`src/rtl/core/bda_pkg.sv`:
```
// Package for the binary to decimal ASCII converter.
// Holds the width constants, the digit type and the cell control struct.
// It depends on nothing and every other file uses it.
package bda_pkg;

    // Width of the value field on the input channel.
    localparam int VALUE_W = 64;
    // Number of low value bits that take part in the conversion (8 to 64).
    localparam int VALUE_BITS = 64;
    // Decimal digits needed for 2^VALUE_BITS - 1; log10(2) is about 0.30103.
    localparam int NUM_DIGITS = (VALUE_BITS * 30103) / 100000 + 1;

    localparam int CHAR_W = 6;
    localparam int BIT_CNT_W = $clog2(VALUE_BITS + 1);
    localparam int DIG_CNT_W = $clog2(NUM_DIGITS + 1);

    localparam logic [CHAR_W-1:0] ASCII_ZERO = CHAR_W'(48);

    typedef logic [3:0] digit_t;

    // Operation applied to every cell of the chain in one cycle.
    typedef struct packed {
        logic clear;
        logic dabble;
        logic shift;
    } cell_ctrl_t;

endpackage

```
`src/rtl/core/bda_in_if.sv`:
```
// Input channel of the converter: one unsigned binary value per transfer.
// Depends on bda_pkg for the field width.
interface bda_in_if;
    logic                        valid;
    logic                        ready;
    logic [bda_pkg::VALUE_W-1:0] value;

    modport source (output valid, output value, input ready);
    modport sink (input valid, input value, output ready);
endinterface

```
`src/rtl/core/bda_out_if.sv`:
```
// Output channel of the converter: one ASCII digit per transfer.
// Depends on bda_pkg for the character width.
interface bda_out_if;
    logic                       valid;
    logic                       ready;
    logic [bda_pkg::CHAR_W-1:0] digit_char;
    logic                       last;

    modport source (output valid, output digit_char, output last, input ready);
    modport sink (input valid, input digit_char, input last, output ready);
endinterface

```
`src/rtl/core/bda_cell.sv`:
```
// One BCD digit cell of the double dabble chain.
// Depends on bda_pkg for the digit type and the control struct.
module bda_cell (
    input  logic                clk,
    input  bda_pkg::cell_ctrl_t ctrl,
    input  logic                carry_in,
    input  bda_pkg::digit_t     digit_in,
    output bda_pkg::digit_t     digit,
    output logic                carry_out
);
    import bda_pkg::*;

    digit_t digit_reg;
    digit_t digit_next;
    digit_t adjusted;

    // Add three before the shift so the doubled digit carries at ten.
    assign adjusted  = (digit_reg >= 4'd5) ? digit_reg + 4'd3 : digit_reg;
    assign carry_out = adjusted[3];
    assign digit     = digit_reg;

    always_comb
    begin
        priority if (ctrl.clear)
        begin
            digit_next = '0;
        end
        else if (ctrl.dabble)
        begin
            digit_next = {adjusted[2:0], carry_in};
        end
        else if (ctrl.shift)
        begin
            digit_next = digit_in;
        end
        else
        begin
            digit_next = digit_reg;
        end
    end

    always_ff @(posedge clk)
    begin
        digit_reg <= digit_next;
    end

endmodule

```
`src/rtl/core/binary_to_decimal_ascii.sv`:
```
// Binary to decimal ASCII converter, top level: control and chain of BCD cells.
// Steps: the value is shifted in bit-serially through double dabble, then up to NUM_DIGITS - 1
// leading zeros are dropped, then the digits are sent one per cycle while chars.ready stays high.
// A new value is taken only in idle, after the last digit of the previous one has been sent.
// Reset (rst_n low) returns to idle.
module binary_to_decimal_ascii (
    input logic      clk,
    input logic      rst_n,
    bda_in_if.sink   numbers,
    bda_out_if.source chars
);
    import bda_pkg::*;

    localparam logic [1:0] ST_IDLE = 2'd0;
    localparam logic [1:0] ST_CONV = 2'd1;
    localparam logic [1:0] ST_SKIP = 2'd2;
    localparam logic [1:0] ST_EMIT = 2'd3;

    logic [1:0]            state_reg, state_next;
    logic [BIT_CNT_W-1:0]  bit_cnt_reg, bit_cnt_next;
    logic [DIG_CNT_W-1:0]  remain_reg, remain_next;
    logic [VALUE_BITS-1:0] value_reg, value_next;

    cell_ctrl_t ctrl;
    digit_t     digits [NUM_DIGITS];
    logic       carry  [NUM_DIGITS+1];
    digit_t     top_digit;
    logic       in_xfer, out_xfer;

    assign in_xfer   = numbers.valid && numbers.ready;
    assign out_xfer  = chars.valid && chars.ready;
    assign top_digit = digits[NUM_DIGITS-1];

    assign numbers.ready    = (state_reg == ST_IDLE);
    assign chars.valid      = (state_reg == ST_EMIT);
    assign chars.digit_char = ASCII_ZERO + CHAR_W'(top_digit);
    assign chars.last       = (remain_reg == DIG_CNT_W'(1));

    assign carry[0] = value_reg[VALUE_BITS-1];

    for (genvar i = 0; i < NUM_DIGITS; i++)
    begin : g_cells
        bda_cell u_cell (
            .clk       (clk),
            .ctrl      (ctrl),
            .carry_in  (carry[i]),
            .digit_in  ((i == 0) ? 4'd0 : digits[(i == 0) ? 0 : i-1]),
            .digit     (digits[i]),
            .carry_out (carry[i+1])
        );
    end

    always_comb
    begin
        state_next  = state_reg;
        bit_cnt_next = bit_cnt_reg;
        remain_next = remain_reg;
        value_next  = value_reg;
        ctrl        = '0;
        unique case (state_reg)
            ST_IDLE:
            begin
                if (in_xfer)
                begin
                    ctrl.clear   = 1'b1;
                    value_next   = numbers.value[VALUE_BITS-1:0];
                    bit_cnt_next = BIT_CNT_W'(VALUE_BITS);
                    state_next   = ST_CONV;
                end
            end
            ST_CONV:
            begin
                ctrl.dabble  = 1'b1;
                value_next   = {value_reg[VALUE_BITS-2:0], 1'b0};
                bit_cnt_next = bit_cnt_reg - BIT_CNT_W'(1);
                if (bit_cnt_reg == BIT_CNT_W'(1))
                begin
                    remain_next = DIG_CNT_W'(NUM_DIGITS);
                    state_next  = ST_SKIP;
                end
            end
            ST_SKIP:
            begin
                // Drop leading zeros but always keep the units digit.
                if (top_digit == 4'd0 && remain_reg != DIG_CNT_W'(1))
                begin
                    ctrl.shift  = 1'b1;
                    remain_next = remain_reg - DIG_CNT_W'(1);
                end
                else
                begin
                    state_next = ST_EMIT;
                end
            end
            ST_EMIT:
            begin
                if (out_xfer)
                begin
                    ctrl.shift  = 1'b1;
                    remain_next = remain_reg - DIG_CNT_W'(1);
                    if (remain_reg == DIG_CNT_W'(1))
                    begin
                        state_next = ST_IDLE;
                    end
                end
            end
            default:
            begin
                state_next = ST_IDLE;
            end
        endcase
    end

    always_ff @(posedge clk or negedge rst_n)
    begin
        if (!rst_n)
        begin
            state_reg   <= ST_IDLE;
            bit_cnt_reg <= '0;
            remain_reg  <= '0;
        end
        else
        begin
            state_reg   <= state_next;
            bit_cnt_reg <= bit_cnt_next;
            remain_reg  <= remain_next;
        end
    end

    always_ff @(posedge clk)
    begin
        value_reg <= value_next;
    end

    // The top cell never overflows: the chain is wide enough for any value.
    a_no_overflow: assert property (@(posedge clk) disable iff (!rst_n)
        (state_reg == ST_CONV) |-> !carry[NUM_DIGITS])
        else $error("digit chain overflow during conversion");

    // Every emitted character is a decimal digit.
    a_digit_range: assert property (@(posedge clk) disable iff (!rst_n)
        chars.valid |-> (top_digit <= 4'd9))
        else $error("non-decimal digit on output");

    // The converter never takes a new value while digits are still pending.
    a_one_at_a_time: assert property (@(posedge clk) disable iff (!rst_n)
        !(numbers.ready && chars.valid))
        else $error("input ready while output pending");

    // A transfer marked last returns the block to idle.
    a_last_ends: assert property (@(posedge clk) disable iff (!rst_n)
        (out_xfer && chars.last) |=> numbers.ready)
        else $error("block not idle after last digit");

endmodule
```
`src/flat_wrapper.sv`:
```
// flat-port wrapper written by rule: the top's interface ports become plain ports
module binary_to_decimal_ascii_flat import bda_pkg::*;
  (clk, rst_n, numbers_valid, numbers_value, numbers_ready, chars_valid, chars_digit_char, chars_last, chars_ready);
  bda_in_if numbers_i ();
  bda_out_if chars_i ();
  input logic clk;
  input logic rst_n;
  input wire logic [$bits(numbers_i.valid)-1:0] numbers_valid;
  input wire logic [$bits(numbers_i.value)-1:0] numbers_value;
  output wire logic [$bits(numbers_i.ready)-1:0] numbers_ready;
  output wire logic [$bits(chars_i.valid)-1:0] chars_valid;
  output wire logic [$bits(chars_i.digit_char)-1:0] chars_digit_char;
  output wire logic [$bits(chars_i.last)-1:0] chars_last;
  input wire logic [$bits(chars_i.ready)-1:0] chars_ready;
  assign numbers_i.valid = numbers_valid;
  assign numbers_i.value = numbers_value;
  assign numbers_ready = numbers_i.ready;
  assign chars_valid = chars_i.valid;
  assign chars_digit_char = chars_i.digit_char;
  assign chars_last = chars_i.last;
  assign chars_i.ready = chars_ready;
  binary_to_decimal_ascii u_core (.clk(clk), .rst_n(rst_n), .numbers(numbers_i), .chars(chars_i));
endmodule
```
`config.mk`:
```
export PLATFORM = sky130hd
export DESIGN_NAME = binary_to_decimal_ascii_flat
export DESIGN_NICKNAME = d
export VERILOG_FILES = /design/src/rtl/core/bda_pkg.sv /design/src/rtl/core/bda_in_if.sv /design/src/rtl/core/bda_out_if.sv /design/src/rtl/core/bda_cell.sv /design/src/rtl/core/binary_to_decimal_ascii.sv /design/src/flat_wrapper.sv
export SDC_FILE = /design/constraint.sdc
export NUM_CORES = 1
export LEC_CHECK = 0
export BUFFER_PORTS_ARGS = -buffer_cell sky130_fd_sc_hd__buf_2
export CAP_MARGIN = 25
export CORE_UTILIZATION = 55
export DETAILED_ROUTE_END_ITERATION = 12
export PLACE_DENSITY = 0.77
export SETUP_SLACK_MARGIN = 0.4
export SLEW_MARGIN = 10
export SYNTH_ARGS = -nofsm -noshare
export SYNTH_HDL_FRONTEND = slang
export SYNTH_SLANG_ARGS = --single-unit
```
`constraint.sdc`:
```
create_clock -name clk -period 2.5 [get_ports clk]
set_input_delay 0.25 -clock clk [delete_from_list [all_inputs] [get_ports clk]]
set_output_delay 0.25 -clock clk [all_outputs]
set_load 0.005 [all_outputs]
```
==> flow_summary.ini <==
[run]
maxCapViolations = 0

[timing]
tightestPinTransition_ns = 0.6807
rsz0062_at_grt = yes
slew_violations = 0
fin_tns_setup_ns = 0
max_freq_mhz = 462.2
final.period_utilization_pct = 86.54
fin_crit_ns = 2.164
final-hold-violation-count = 0
relSlewSlack_pct = 54.62
holdWs_ns = 0.1089
setup_viol_count_final = 0
fin_worst_skew_ns = 0.009426

[pwr]
peakVddDrop_mv = 0.8774
p_leak_nw = 4.115
power_density_nw_per_um2 = 1551
power.total_mw = 16.36

[yosys]
syn_avg_cell_area_um2 = 9.658
synth_edf_count = 64
synthesis.instances = 936
yosysWarnings = 0
synth_ff_type = dfxtp_1
yosysSeqAreaShare_pct = 42.85
synth_most_common_cell = a21oi_1
ys_seq_elements = 158
yosys-top-cells-count = a21oi_1, o21ai_0, dfxtp_1
yosys.cell_types.count = 44
synth_top_area_share_pct = 21.26
synthTopCellsByArea = edfxtp_1, dfxtp_1, mux2_2, a21oi_1, ha_1
synth_area_um2 = 9040
async_reset_ff_share_pct = 8.861
yosys.area.top_type = edfxtp_1

[final_layout]
nNetsFinal = 1118
diodes = 0
area_growth_pct = 16.71
largest_reg_flops = 80
drive_above_1_share_pct = 23.27
fill_cells = 1233

[detailed_routing]
vias_per_cell = 5.680
drt_pass1_iterations = 5
drt-total-wl_um = 19180
drc = 0
drt_iter0_drc = 402
vias = 6987
antenna_left = 0
wl_per_cell_um = 15.59

[cts]
clk_pin_slew_worst_paths_ns = 0.07
clockBufferDepth = 2
cts_made_buffers = 17
clock-sinks = 158
cts_root_buf = clkbuf_16
cts_max_level = 4
cts_tree = done
clock_latency_ns = 0.44

[floorplan]
io_pins = 77
die_area_um2 = 16950
rows = 46
coreArea_um2 = 15940
die_h_um = 130.2
dieWidth_um = 130.2
start_util_pct = 56.70

[placement]
dp_hpwl_um = 10640
gp_congestion = 0.7775
io_buffers = 74

[global_route]
grt_pass1_vias = 6301
grt_max_degree = 133
grt_overflow = 0
grtUsageTotal_pct = 21.72
grt_pass1_wl_um = 29320
grt_antenna_before_repair = 0

[critical_path]
setup.worst_path.start_class = register
critPathKind = reg2reg
required_ns = 2.82
cp.arrival_ns = 2.48
crit_path_end_kind = register
critPathMaxFanout = 20

[run_status]
status = finished clean

[hold_path]
hp-class = in2reg
## logic make-up (layout without fill, tap and decap cells)
group	count (synthesis)	count (layout)	synth area share (%)
AO/OA/AOI/OAI	270	270	16.69
AND/OR/NAND/NOR	204	205	11.56
flip-flops	158	158	42.85
multiplexers	123	123	14.51
buffers and inverters	107	183	5.246
adder cells (fa/ha/maj)	49	49	6.782
XOR/XNOR	24	24	2.325
other	1	2	0.04148
## layer usage
| metal | vias up | GRT usage [%] | wire [um] |
|---|---|---|---|
| met2 | 138 | 38.11 | 9584 |
| met5 | - | 0 | 0 |
| met1 | 3330 | 26.67 | 8513 |
| li1 | 3493 | - | - |
| met4 | 0 | 6.019 | 308 |
| met3 | 26 | 4.961 | 769 |
## final timing paths
check / from / slack (ns) / endpoint / cells past startpoint
setup / recovery: u_core.remain_reg[1]$_DFFE_PN0P_ / 0.34 / u_core.g_cells[15].u_cell.digit[3]$_SDFFE_PP0P_ / 9
hold / removal: numbers_value[24] / 0.11 / u_core.value_reg[24]$_DFFE_PP_ / 2
setup reg to reg: u_core.remain_reg[1]$_DFFE_PN0P_ / 0.34 / u_core.g_cells[15].u_cell.digit[3]$_SDFFE_PP0P_ / 9
hold reg to reg: u_core.g_cells[0].u_cell.digit[1]$_SDFFE_PP0P_ / 0.50 / u_core.g_cells[0].u_cell.digit[1]$_SDFFE_PP0P_ / 2
max in group asynchronous: rst_n / 1.99 / u_core.state_reg[0]$_DFFE_PN0P_ / 2
min in group asynchronous: rst_n / 0.24 / u_core.bit_cnt_reg[1]$_DFFE_PN0P_ / 2
## power by group
part	total, mW	internal, mW	switching, mW
Combinational	8.43	3.84	4.58
Sequential	5.26	4.16	1.10
Clock	2.67	1.45	1.22
Total	16.4	9.45	6.91
## critical path, cell delays in order, from the launching register on
cell       delay (ns)
dfrtp_1          0.40
inv_2            0.06
ha_1             0.12
or4b_4           0.48
a221oi_4         0.35
nor2_4           0.11
buf_12           0.16
clkbuf_16        0.20
nand2_1          0.10
a21oi_1          0.07
## cell usage in the layout, fill, tap and decap left out, drive strengths merged, types with 2 or more instances in the layout
| cell type | count |
|---|---|
| a32oi | 19 |
| inv | 61 |
| or2 | 2 |
| conb | 2 |
| nor3b | 21 |
| clkbuf | 20 |
| nand3 | 26 |
| buf | 95 |
| mux2 | 64 |
| nand2b | 40 |
| ha | 49 |
| dfxtp | 80 |
| or4b | 3 |
| o21ai | 85 |
| mux2i | 59 |
| nand2 | 68 |
| a21oi | 140 |
| nor3 | 5 |
| clkinv | 4 |
| o211ai | 19 |
| xnor2 | 22 |
| edfxtp | 64 |
| and3b | 2 |
| xor2 | 2 |
| a221oi | 2 |
| dfrtp | 14 |
| nor2 | 32 |
## timing repair
item                                   in CTS  in global routing
pin swaps                                   0                  2
setup endpoints to repair                  54                 87
hold buffers                                1                  0
setup buffers                               5                  4
cloned                                      0                  8
resized for setup                           6                 65
endpoints found under the hold margin      14                  0
## through the flow
stage                     area [um2]  std cells  utilization (%)  setup WS, ns
after floorplan                 9081        937                -        0.1644
after global placement          9562       1180            59.97        0.3053
after detailed placement        9562       1180            59.97        0.2675
after CTS                      10240       1218            64.21        0.3747
after global routing           10550       1230            66.17        0.2697
final                          10550       1230            66.17        0.3365
## final cells by class
cell class              instances  area (um2)  area share (%)
well taps                     216       270.3           2.562
multi-input cells             673        4871           46.17
clock inverters                15       185.2           1.755
clock buffers                  17       425.4           4.032
repair buffers                 99       723.2           6.855
inverters                      52       198.9           1.886
flip-flops and latches        158        3876           36.74
Note: power is estimated with default switching activity, not from simulation.
